`config.mk`:
```
export PLATFORM = sky130hd
export DESIGN_NAME = keyframe_vector_sampler_unit
export DESIGN_NICKNAME = d
export VERILOG_FILES = /design/src/hw/rtl/kvs_pkg.sv /design/src/hw/rtl/keyframe_vector_sampler_unit.sv /design/src/hw/rtl/kvs_ram.sv /design/src/hw/rtl/kvs_div.sv
export SDC_FILE = /design/constraint.sdc
export NUM_CORES = 2
export LEC_CHECK = 0
export BUFFER_PORTS_ARGS = -buffer_cell sky130_fd_sc_hd__clkbuf_2
export CAP_MARGIN = 20
export CORE_MARGIN = 8
export CORE_UTILIZATION = 45
export CTS_CLUSTER_DIAMETER = 150
export CTS_CLUSTER_SIZE = 25
export DETAILED_ROUTE_END_ITERATION = 12
export HOLD_SLACK_MARGIN = 0.06
export PLACE_DENSITY = 0.66
export RECOVER_POWER = 25
export SETUP_SLACK_MARGIN = 0.3
export SLEW_MARGIN = 10
export SYNTH_ARGS = -nofsm -noshare
export SYNTH_HDL_FRONTEND = slang
export SYNTH_SLANG_ARGS = --single-unit
```
`constraint.sdc`:
```
create_clock -name clock -period 21.3 [get_ports clock]
set_clock_uncertainty 0.05 [all_clocks]
set_input_delay 1.065 -clock clock [delete_from_list [all_inputs] [get_ports clock]]
set_output_delay 1.065 -clock clock [all_outputs]
set_load 0.005 [all_outputs]
```
`src/hw/rtl/kvs_pkg.sv`:
```
package kvs_pkg;

   localparam int MAX_KEYS_DEF = 16;
   localparam int VAL_W        = 32;
   localparam int FRAC_W       = 16;
   localparam int T_W          = FRAC_W + 1;   // t runs 0 .. 1.0 inclusive
   localparam int COUNT_W      = 5;
   localparam int INDEX_W      = 4;
   localparam int PROD_W       = VAL_W + 1 + T_W + 1;

   localparam logic OP_LOAD   = 1'b0;
   localparam logic OP_SAMPLE = 1'b1;

   typedef struct packed {
      logic                    opcode;
      logic [INDEX_W-1:0]      key_index;
      logic signed [VAL_W-1:0] key_time;
      logic signed [VAL_W-1:0] val_x;
      logic signed [VAL_W-1:0] val_y;
      logic signed [VAL_W-1:0] val_z;
      logic signed [VAL_W-1:0] sample_time;
   } kvs_req_type;

   typedef struct packed {
      logic signed [VAL_W-1:0] out_x;
      logic signed [VAL_W-1:0] out_y;
      logic signed [VAL_W-1:0] out_z;
      logic                    held;
   } kvs_rsp_type;

   // one table entry as it sits in the RAM
   typedef struct packed {
      logic signed [VAL_W-1:0] key_time;
      logic signed [VAL_W-1:0] val_x;
      logic signed [VAL_W-1:0] val_y;
      logic signed [VAL_W-1:0] val_z;
   } kvs_entry_type;

   typedef struct packed {
      logic busy;
      logic done;
   } kvs_div_status_type;

endpackage

```
`src/hw/rtl/keyframe_vector_sampler_unit.sv`:
```
// Load transaction: no result. A sample either holds an end value or interpolates
// within a segment (key scan one entry a cycle from the table RAM, 17-step serial
// divide for t, then three multiply-adds on one shared multiplier). One sample in
// flight; req_stall stays high until its result is in the output register.
// Synchronous reset sets key_count to 1 and empties the output register; the key
// table is not cleared.
module keyframe_vector_sampler_unit #(
   parameter int MAX_KEYS = kvs_pkg::MAX_KEYS_DEF
) (
   input  logic                          clock,
   input  logic                          reset,
   input  logic                          req_valid,
   output logic                          req_stall,
   input  kvs_pkg::kvs_req_type          req_data,
   output logic                          rsp_valid,
   input  logic                          rsp_stall,
   output kvs_pkg::kvs_rsp_type          rsp_data,
   input  logic                          csr_valid,
   output logic                          csr_ready,
   input  logic [kvs_pkg::COUNT_W-1:0]   csr_data
);

   localparam int AW = $clog2(MAX_KEYS);
   localparam int VW = kvs_pkg::VAL_W;
   localparam int TW = kvs_pkg::T_W;
   localparam int PW = kvs_pkg::PROD_W;
   localparam int EW = $bits(kvs_pkg::kvs_entry_type);

   localparam logic [2:0] ST_IDLE  = 3'd0;
   localparam logic [2:0] ST_FIRST = 3'd1;
   localparam logic [2:0] ST_SCAN  = 3'd2;
   localparam logic [2:0] ST_DIV   = 3'd3;
   localparam logic [2:0] ST_DIFF  = 3'd4;
   localparam logic [2:0] ST_MUL   = 3'd5;
   localparam logic [2:0] ST_ADD   = 3'd6;
   localparam logic [2:0] ST_OUT   = 3'd7;

   localparam logic [1:0] SEL_X = 2'd0;
   localparam logic [1:0] SEL_Y = 2'd1;
   localparam logic [1:0] SEL_Z = 2'd2;

   logic [2:0]                 state_ff, state_in;
   logic [kvs_pkg::COUNT_W-1:0] count_ff, count_in;
   logic [AW-1:0]              addr_ff,  addr_in;
   logic [AW-1:0]              last_ff,  last_in;
   logic signed [VW-1:0]       s_ff,     s_in;
   kvs_pkg::kvs_entry_type     prev_ff,  prev_in;
   kvs_pkg::kvs_entry_type     cur_ff,   cur_in;
   logic [TW-1:0]              t_ff,     t_in;
   logic [1:0]                 sel_ff,   sel_in;
   logic signed [VW:0]         d_ff,     d_in;
   logic signed [PW-1:0]       prod_ff,  prod_in;
   logic [VW-1:0]              res_x_ff, res_x_in;
   logic [VW-1:0]              res_y_ff, res_y_in;
   logic [VW-1:0]              res_z_ff, res_z_in;
   logic                       held_ff,  held_in;
   logic                       rsp_valid_ff, rsp_valid_in;
   kvs_pkg::kvs_rsp_type       rsp_data_ff,  rsp_data_in;

   logic                       req_take;
   logic                       ram_wr_en;
   logic [EW-1:0]              ram_rd_data;
   kvs_pkg::kvs_entry_type     ent;
   kvs_pkg::kvs_entry_type     wr_ent;

   logic                       div_start;
   logic [VW-1:0]              div_dividend;
   logic [VW-1:0]              div_divisor;
   kvs_pkg::kvs_div_status_type div_status;
   logic [TW-1:0]              div_quotient;

   logic signed [VW:0]         span;
   logic signed [VW:0]         offset;
   logic                       hit;
   logic signed [VW-1:0]       comp_a;
   logic signed [VW-1:0]       comp_b;
   logic [VW-1:0]              comp_sum;

   assign req_stall = (state_ff != ST_IDLE);
   assign req_take  = req_valid && !req_stall;
   assign csr_ready = 1'b1;

   assign wr_ent.key_time = req_data.key_time;
   assign wr_ent.val_x    = req_data.val_x;
   assign wr_ent.val_y    = req_data.val_y;
   assign wr_ent.val_z    = req_data.val_z;
   assign ram_wr_en = req_take && (req_data.opcode == kvs_pkg::OP_LOAD)
                      && (32'(req_data.key_index) < MAX_KEYS);
   assign ent = kvs_pkg::kvs_entry_type'(ram_rd_data);

   kvs_ram #(
      .WIDTH (EW),
      .DEPTH (MAX_KEYS)
   ) u_table (
      .clock   (clock),
      .wr_en   (ram_wr_en),
      .wr_addr (AW'(req_data.key_index)),
      .wr_data (wr_ent),
      .rd_addr (addr_in),
      .rd_data (ram_rd_data)
   );

   kvs_div u_div (
      .clock    (clock),
      .reset    (reset),
      .start    (div_start),
      .dividend (div_dividend),
      .divisor  (div_divisor),
      .status   (div_status),
      .quotient (div_quotient)
   );

   // segment bracket test and operands for the divider
   always_comb begin
      span         = {ent.key_time[VW-1], ent.key_time}
                     - {prev_ff.key_time[VW-1], prev_ff.key_time};
      offset       = {s_ff[VW-1], s_ff} - {prev_ff.key_time[VW-1], prev_ff.key_time};
      hit          = (prev_ff.key_time <= s_ff) && (s_ff <= ent.key_time);
      div_dividend = offset[VW-1:0];
      div_divisor  = span[VW-1:0];
      div_start    = (state_ff == ST_SCAN) && hit;
   end

   always_comb begin
      case (sel_ff)
         SEL_X: begin
            comp_a = prev_ff.val_x;
            comp_b = cur_ff.val_x;
         end
         SEL_Y: begin
            comp_a = prev_ff.val_y;
            comp_b = cur_ff.val_y;
         end
         default: begin
            comp_a = prev_ff.val_z;
            comp_b = cur_ff.val_z;
         end
      endcase
      // a + floor(d * t / 2^16), kept to 32 bits
      comp_sum = comp_a + prod_ff[VW+kvs_pkg::FRAC_W-1:kvs_pkg::FRAC_W];
   end

   always_comb begin
      state_in     = state_ff;
      count_in     = count_ff;
      addr_in      = addr_ff;
      last_in      = last_ff;
      s_in         = s_ff;
      prev_in      = prev_ff;
      cur_in       = cur_ff;
      t_in         = t_ff;
      sel_in       = sel_ff;
      d_in         = d_ff;
      prod_in      = prod_ff;
      res_x_in     = res_x_ff;
      res_y_in     = res_y_ff;
      res_z_in     = res_z_ff;
      held_in      = held_ff;
      rsp_data_in  = rsp_data_ff;
      rsp_valid_in = rsp_valid_ff && rsp_stall;

      if (csr_valid && csr_ready) begin
         count_in = csr_data;
      end

      case (state_ff)
         ST_IDLE: begin
            if (req_take && (req_data.opcode == kvs_pkg::OP_SAMPLE)) begin
               s_in    = req_data.sample_time;
               addr_in = '0;
               if (count_ff == '0) begin
                  last_in = '0;
               end else if (32'(count_ff) > MAX_KEYS) begin
                  last_in = AW'(MAX_KEYS - 1);
               end else begin
                  last_in = AW'(count_ff - kvs_pkg::COUNT_W'(1));
               end
               state_in = ST_FIRST;
            end
         end
         ST_FIRST: begin
            if ((last_ff == '0) || (s_ff <= ent.key_time)) begin
               res_x_in = ent.val_x;
               res_y_in = ent.val_y;
               res_z_in = ent.val_z;
               held_in  = 1'b1;
               state_in = ST_OUT;
            end else begin
               prev_in  = ent;
               addr_in  = AW'(1);
               state_in = ST_SCAN;
            end
         end
         ST_SCAN: begin
            if (hit) begin
               cur_in   = ent;
               state_in = ST_DIV;
            end else if (addr_ff == last_ff) begin
               // past the last key
               res_x_in = ent.val_x;
               res_y_in = ent.val_y;
               res_z_in = ent.val_z;
               held_in  = 1'b1;
               state_in = ST_OUT;
            end else begin
               prev_in = ent;
               addr_in = addr_ff + AW'(1);
            end
         end
         ST_DIV: begin
            if (div_status.done) begin
               t_in     = div_quotient;
               sel_in   = SEL_X;
               held_in  = 1'b0;
               state_in = ST_DIFF;
            end
         end
         ST_DIFF: begin
            d_in     = {comp_b[VW-1], comp_b} - {comp_a[VW-1], comp_a};
            state_in = ST_MUL;
         end
         ST_MUL: begin
            prod_in  = PW'(d_ff * $signed({1'b0, t_ff}));
            state_in = ST_ADD;
         end
         ST_ADD: begin
            case (sel_ff)
               SEL_X:   res_x_in = comp_sum;
               SEL_Y:   res_y_in = comp_sum;
               default: res_z_in = comp_sum;
            endcase
            if (sel_ff == SEL_Z) begin
               state_in = ST_OUT;
            end else begin
               sel_in   = sel_ff + 2'd1;
               state_in = ST_DIFF;
            end
         end
         ST_OUT: begin
            if (!rsp_valid_ff || !rsp_stall) begin
               rsp_data_in.out_x = res_x_ff;
               rsp_data_in.out_y = res_y_ff;
               rsp_data_in.out_z = res_z_ff;
               rsp_data_in.held  = held_ff;
               rsp_valid_in      = 1'b1;
               state_in          = ST_IDLE;
            end
         end
         default: begin
            state_in = ST_IDLE;
         end
      endcase
   end

   always_ff @(posedge clock) begin
      if (reset) begin
         state_ff     <= ST_IDLE;
         count_ff     <= kvs_pkg::COUNT_W'(1);
         rsp_valid_ff <= 1'b0;
         addr_ff      <= '0;
      end else begin
         state_ff     <= state_in;
         count_ff     <= count_in;
         rsp_valid_ff <= rsp_valid_in;
         addr_ff      <= addr_in;
      end
      last_ff     <= last_in;
      s_ff        <= s_in;
      prev_ff     <= prev_in;
      cur_ff      <= cur_in;
      t_ff        <= t_in;
      sel_ff      <= sel_in;
      d_ff        <= d_in;
      prod_ff     <= prod_in;
      res_x_ff    <= res_x_in;
      res_y_ff    <= res_y_in;
      res_z_ff    <= res_z_in;
      held_ff     <= held_in;
      rsp_data_ff <= rsp_data_in;
   end

   assign rsp_valid = rsp_valid_ff;
   assign rsp_data  = rsp_data_ff;

endmodule

```
`src/hw/rtl/kvs_ram.sv`:
```
module kvs_ram #(
   parameter int WIDTH = 128,
   parameter int DEPTH = 16
) (
   input  logic                     clock,
   input  logic                     wr_en,
   input  logic [$clog2(DEPTH)-1:0] wr_addr,
   input  logic [WIDTH-1:0]         wr_data,
   input  logic [$clog2(DEPTH)-1:0] rd_addr,
   output logic [WIDTH-1:0]         rd_data
);

   logic [WIDTH-1:0] mem_ff [DEPTH];
   logic [WIDTH-1:0] rd_data_ff;

   always_ff @(posedge clock) begin
      if (wr_en) begin
         mem_ff[wr_addr] <= wr_data;
      end
      rd_data_ff <= mem_ff[rd_addr];
   end

   assign rd_data = rd_data_ff;

endmodule

```
`src/hw/rtl/kvs_div.sv`:
```
// Restoring divider, one quotient bit a cycle. Dividend never exceeds the
// divisor, so the quotient has one integer bit and FRAC_W fraction bits.
module kvs_div (
   input  logic                             clock,
   input  logic                             reset,
   input  logic                             start,
   input  logic [kvs_pkg::VAL_W-1:0]        dividend,
   input  logic [kvs_pkg::VAL_W-1:0]        divisor,
   output kvs_pkg::kvs_div_status_type      status,
   output logic [kvs_pkg::T_W-1:0]          quotient
);

   localparam int VW = kvs_pkg::VAL_W;
   localparam int TW = kvs_pkg::T_W;
   localparam int CW = $clog2(TW + 1);

   logic [VW:0]   rem_ff,  rem_in;
   logic [VW-1:0] den_ff,  den_in;
   logic [TW-1:0] q_ff,    q_in;
   logic [CW-1:0] cnt_ff,  cnt_in;
   logic          busy_ff, busy_in;
   logic          done_ff, done_in;

   logic [VW+1:0] trial;
   logic          ge;
   logic [VW:0]   kept;

   always_comb begin
      trial   = {1'b0, rem_ff} - {2'b00, den_ff};
      ge      = !trial[VW+1];
      kept    = ge ? trial[VW:0] : rem_ff;
      rem_in  = rem_ff;
      den_in  = den_ff;
      q_in    = q_ff;
      cnt_in  = cnt_ff;
      busy_in = busy_ff;
      done_in = 1'b0;
      if (start) begin
         rem_in = {1'b0, dividend};
         den_in = divisor;
         q_in   = '0;
         cnt_in = CW'(TW);
         if (divisor == '0) begin
            // zero-length segment: t = 0
            busy_in = 1'b0;
            done_in = 1'b1;
         end else begin
            busy_in = 1'b1;
         end
      end else if (busy_ff) begin
         q_in   = {q_ff[TW-2:0], ge};
         rem_in = {kept[VW-1:0], 1'b0};
         cnt_in = cnt_ff - CW'(1);
         if (cnt_ff == CW'(1)) begin
            busy_in = 1'b0;
            done_in = 1'b1;
         end
      end
   end

   always_ff @(posedge clock) begin
      if (reset) begin
         busy_ff <= 1'b0;
         done_ff <= 1'b0;
         cnt_ff  <= '0;
      end else begin
         busy_ff <= busy_in;
         done_ff <= done_in;
         cnt_ff  <= cnt_in;
      end
      rem_ff <= rem_in;
      den_ff <= den_in;
      q_ff   <= q_in;
   end

   assign status.busy = busy_ff;
   assign status.done = done_ff;
   assign quotient    = q_ff;

endmodule

```
# Yosys cells after proc, flatten, opt, wreduce, memory -nomap -nowiden
# Memory sizes are Yosys's and may differ from the RTL's. A register that Yosys moved wholly into a read port is not among the register bits.
# Index checks and enable logic that the tools add are counted.
# totals
reg_bits	656
mem_bits_rw	2048
inputBits	175
output_inout_bits	100
word_cells	168
memories	1
# mem_list
name	depth	width	read_ports	rd_clocked_by_memory_dff	wr	line_no	text
u_table.mem_ff	16	128	1	1	1	kvs_ram.sv:13	logic [WIDTH-1:0] mem_ff [DEPTH];
# op_classes
addsub	9
n_mul	1
magnitude_cmp	3
n_eq_ne	24
muxes	60
bitwise_logic	1
n_reduce_logical	36
# op_table
operator	n
2-to-1 mux 32 bit	15
2-to-1 mux 128 bit	3
one-hot mux 32 bit (3 select lines)	3
one-hot mux 128 bit (2 select lines)	1
one-hot mux 32 bit (2 select lines)	2
<= comparator 32 bit	2
subtractor 32 bit	2
multiplier 33 x 18 -> 48 bit	1
subtractor 33 x 32 -> 34 bit	1
subtractor 32 x 32 -> 33 bit	1
adder 32 bit	1
logical NOT 32 bit	1
one-hot mux 3 bit (8 select lines)	1
2-to-1 mux 4 bit	5
AND reduction 5 bit	4
2-to-1 mux 3 bit	6
2-to-1 mux 1 bit	16
inequality test 2 bit (second input constant)	8
equality test 3 bit (second input constant)	4
one-hot mux 4 bit (3 select lines)	1
2-to-1 mux 5 bit	2
nonzero test 3 bit	3
inequality test 2 x 1 -> 1 bit (second input constant)	4
AND reduction 2 bit	4
other kinds (27)	43

# Longest topological paths before layout
# depth
depth_word	6
depth_mapped	26

# Modules after synthesis
# Synthesis repeated with hierarchy kept, for this count alone.
# hier_totals
cells_unflattened	8073
hier_area_um2	129525.5
# by_module_without_submodules
mod	instances	cells_each	area_per_inst_um2	seq_area_each_um2
kvs_ram	1	3365	79331.1	64061.4
keyframe_vector_sampler_unit	1	4188	44640.3	16415.7
kvs_div	1	520	5554.1	2422.3

# Least setup slack after synthesis
# No wires, ideal clock.
# synth_timing
path_kind	register to register
from	reg s_ff[5]
to	reg prev_ff[0] in the netlist's numbering, enable pin
setup_ns	0.792
arrival_time_ns	11.060
path_slack_ns	9.398
stages_incl_launch_ff	10
path_buffers	0
synth_period_minus_slack_ns	11.902
path_cell_list	edfxtp_1 -> ha_1 -> a21o_1 -> or3_1 -> o22a_1 -> a22oi_1 -> a311o_1 -> a2bb2oi_1 -> nand2b_1 -> o21ai_0
# synth_via
elab_chain_cells	4
elab_cells_between_ends	7
cone_classes	2 x order compare; 2 x eq/ne; 3 x reduce/logical
# synth_lines
item	line_no	text
start: declaration	keyframe_vector_sampler_unit.sv:46	logic signed [VW-1:0] s_ff, s_in;
start signal: assignment	keyframe_vector_sampler_unit.sv:268	s_ff <= s_in;
<= comparator 32 bit, on equally long branches	keyframe_vector_sampler_unit.sv:118, keyframe_vector_sampler_unit.sv:182	
logical OR 1 bit / logical AND 1 bit (equally long branches)	keyframe_vector_sampler_unit.sv:182, keyframe_vector_sampler_unit.sv:118	
inequality test 2 bit (no line)	-	
AND reduction 4 bit (no line) *	-	
end signal: assignment	keyframe_vector_sampler_unit.sv:269	prev_ff <= prev_in;
end: declaration	keyframe_vector_sampler_unit.sv:47	kvs_pkg::kvs_entry_type prev_ff, prev_in;
# Every way passes the cells marked *; elsewhere a longest branch is shown, timed or not.
# A chain may end at the register's enable or synchronous reset.

# Final worst setup path
# layout_timing
from	reg d_ff[5]
to	reg prod_ff[44], data pin
# layout_via
elab_chain_cells	1
# layout_lines
item	line_no	text
start: declaration	keyframe_vector_sampler_unit.sv:51	logic signed [VW:0] d_ff, d_in;
start signal: assignment	keyframe_vector_sampler_unit.sv:273	d_ff <= d_in;
multiplier 33 x 18 -> 48 bit	keyframe_vector_sampler_unit.sv:223	prod_in = PW'(d_ff * $signed({1'b0, t_ff}));
end signal: assignment	keyframe_vector_sampler_unit.sv:274	prod_ff <= prod_in;
end: declaration	keyframe_vector_sampler_unit.sv:52	logic signed [PW-1:0] prod_ff, prod_in;
# No other way between the ends.

==> reports/results.md <==
| Group | Item | Reported |
|:---|:---|:---|
| critical path | Kind of start point of the critical path | register |
| route | Routed len/inst | 27.3 um |
| timing | Worst Max-Slew Pin Slew | 1.15 ns |
| yosys | Top-area cell type share of the netlist area | 59.4% |
| critical path | Critical path startpoint | d_ff[5] |
| clock tree | Number of H-tree levels | 4 |
| finish | Finished layout cell area | 143000 um^2 |
| yosys | Proportion of synthesized chip area in sequential cells | 61.9% |
| finish | Fin nets | 11000 |
| floorplanning | Initial Utilization | 45.2% |
| critical path | Class of the most critical setup path | register to register |
| grt | Aggregate global routing overflow | 0 |
| critical path | Critical path data arrival time | 8.46 ns |
| route | Final WL | 383 mm |
| clock tree | Root Driver | clkbuf_16 |
| grt | Pin count of the biggest net entering global routing | 196 |
| timing | Final period utilization | 37.1% |
| finish | Share of the core filled with cells in the final layout | 48.3% |
| clock tree | Hold-fix buffer count after cts | 0 |
| floorplanning | Die width | 562 um |
| timing | Final period demand of the worst path | 7.90 ns |
| route | Count of unresolved DRC violations after routing | 0 |
| run status | Status | completed |
| yosys | Synth Warn # | 0 |
| critical path | Biggest fanout along the worst timing path | 17 |
| clock tree | CTS Sinks | 2816 |
| route | Drt first-iter violations | 9517 |
| finish | Highest-count cells in the layout ignoring fill and taps | edfxtp_1, nand2_1, inv_1 |
| clock tree | Clock tree from TritonCTS | done |
| route | Overall via count from detail_route | 85500 |
| clock tree | Buffers inserted by post-CTS timing repair | 0 |
| place | Post-Place Cells | 13800 |
| clock tree | Clock buffer count from CTS | 137 |
| yosys | Number of nets in the synthesized netlist | 11100 |
| route | DRT Pass-1 Iters | 6 |
| route | Routed via count divided by cell count | 6.09 |
| finish | Layout area overhead | 6.96% |
| clock tree | Worst-Skew Late Latency | 0.88 ns |
| yosys | Most used flip-flop cell after synthesis | edfxtp_1 |
| clock tree | Clock Pin Slew Worst Setup and Hold Paths | 0.11 ns |
| yosys | Synth Area per Inst | 13.3 um^2 |
| timing | Final setup vio count | 0 |
| yosys | Fraction of registers with async set/reset | 0% |
| route | Number of nets with antenna violations after detailed routing | 0 |
| yosys | Biggest area consumer among synthesized cells | edfxtp_1 |
| floorplanning | Core box area | 297000 um^2 |
| floorplanning | Vertical die dimension | 562 um |
| timing | Number of slew-limit violations in the final report | 0 |
| yosys | Most area-consuming cells after synthesis | edfxtp_1, fa_1, nand2_1 |
| clock tree | Post-cts resize count | 0 |
| critical path | Reg2reg setup slack | 13.40 ns |
| finish | Most common cell after layout, fill and taps aside | edfxtp_1 |
| place | Placed standard-cell area | 139000 um^2 |
| floorplanning | Number of standard-cell rows in the floorplan | 200 |
| clock tree | CTS Buffer Depth | 4 |
| timing | Total negative slack | 0 ns |
| critical path | Endpoint of the worst setup timing path | prod_ff[44] |
| timing | Fmax | 127 MHz |
| worst hold path | Tightest Hold Check Type | input pin to register |
| critical path | Launch instance of the worst register-to-register path | d_ff[5] |
| place | Routability-driven placement congestion ratio | 0.883 |
| finish | Fraction of final layout cells with drive strength greater than 1 | 6.43% |
| yosys | #FFs+latches synth | 2816 |
| grt | Global-route wire length before repair | 557 mm |
| critical path | Category of the worst setup path capture point | register |
| timing | Headroom to the max-slew limit | 22.9% |
| critical path | WP data required | 21.86 ns |
| yosys | Number of distinct library cells after synthesis | 79 |
| place | Port Buf Inserts | 273 |
| critical path | RR Endpoint | prod_ff[44] |
| yosys | Number of synthesized flops with an enable pin | 2650 |
| timing | Unrepaired setup endpoints after global routing | false |
| critical path | Length in cells of the worst reg-to-reg path | 24 |
| grt | Number of global-route vias before repair | 83700 |
| yosys | Netlist Area Pre-Place | 134000 um^2 |
| job | Max capacitance violation total | 0 |
| timing | Hold Violations, Final | 0 |
| grt | Total routing resource utilization after global routing | 23.4% |
| grt | Initial antenna violation count | 87 |
| place | Detailed Place HPWL | 230 mm |
| yosys | Synthesized instance count | 10100 |
| floorplanning | Boundary pin count | 275 |
| finish | Post-route non-filler standard cell count | 14000 |
| floorplanning | DIE AREA | 315000 um^2 |
critical path, stage by stage (launching register included):
cell and delay [ns]:
edfxtp_1 0.95, nand2_1 0.15, fa_1 0.52, inv_1 0.05
fa_1 0.49, inv_1 0.06, fa_1 0.55, inv_1 0.06
fa_1 0.46, fa_1 0.50, inv_1 0.05, fa_1 0.47
inv_1 0.05, ha_1 0.32, a21o_1 0.17, a21o_1 0.17
a21o_1 0.19, a22o_1 0.24, or2_2 0.37, and4_1 0.25
o31ai_1 0.63, a21o_1 0.25, nand3b_1 0.15, a2111o_1 0.40
o311ai_0 0.12
cell usage after synthesis (142+ instances only):
library cell	instances
a211oi_1	548
a21o_1	142
a21oi_1	285
a311oi_1	388
and2_1	321
and3_1	404
clkbuf_1	541
dfxtp_1	166
edfxtp_1	2650
fa_1	519
ha_1	307
inv_1	773
nand2_1	1347
nor2_1	205
logic make-up (layout without fill, tap and decap cells):
| kind of cell | Yosys count | count (layout) | synth area share [%] |
|---|---|---|---|
| xor gates and xnor gates | 161 | 161 | 1.05 |
| adders and majority gates | 826 | 826 | 10.6 |
| AOI/OAI and AO/OA | 2120 | 2120 | 12.3 |
| other | 1 | 49 | 0.00280 |
| DFF | 2816 | 2816 | 61.9 |
| buffers and inverters | 1408 | 1409 | 4.09 |
| and+or+nand+nor | 2673 | 2673 | 9.69 |
| muxes | 45 | 45 | 0.343 |
registers in the layout, summed over array words and instances (netlist names), 17 cells and up:
register,count
prod_ff,32
u_table.mem_ff,2048
prev_ff,128
cur_ff,96
u_div.quotient,17
u_div.rem_ff,33
s_ff,32
res_x_ff,32
u_table.rd_data,128
u_div.den_ff,32
d_ff,33
res_y_ff,32
res_z_ff,32
t_ff,17
rsp_data,97
cell type report:
type                            count  area [um^2]
Sequential cell                  2816        82900
Clock inverter                     14          226
Fill cell                       25300       153000
Tap cell                         3939         4930
Inverter                          774         2910
Antenna cell                       48          120
Timing Repair Buffer              408         2580
Clock buffer                      213         3780
Multi-Input combinational cell   5826        45800
stage by stage:
step           worst slack (ns)  hold slack [ns]
6_report                  13.40            0.340
5_1_grt                   13.11            0.309
4_1_cts                   13.27            0.292
3_5_place_dp              13.33            0.355
3_3_place_gp              13.31            0.351
2_1_floorplan              9.40            0.350
per-layer routing:
metal  GRT usage, %  part of all wire (%)  routed length (um)  vias up
met3           4.25                   9.2               35300      751
met2           37.1                    46              177000     4124
met1           31.9                    40              154000    43600
li1               -                     -                   -    37000
met4           9.50                   4.2               16200       26
met5              0                 0.040                 154        -
worst min path at each step:
stage                  from           end  cells past startpoint
2_1_floorplan       held_ff   rsp_data[0]                      0
3_3_place_gp   res_z_ff[13]  rsp_data[14]                      0
3_5_place_dp   res_z_ff[19]  rsp_data[20]                      0
4_1_cts        req_data[10]      s_ff[10]                      1
5_1_grt        req_data[10]      s_ff[10]                      1
6_report       req_data[10]      s_ff[10]                      1
Power is left out: the tool's default activity adds up to more than one toggle a clock period on the data nets, which glitch-free logic cannot reach.
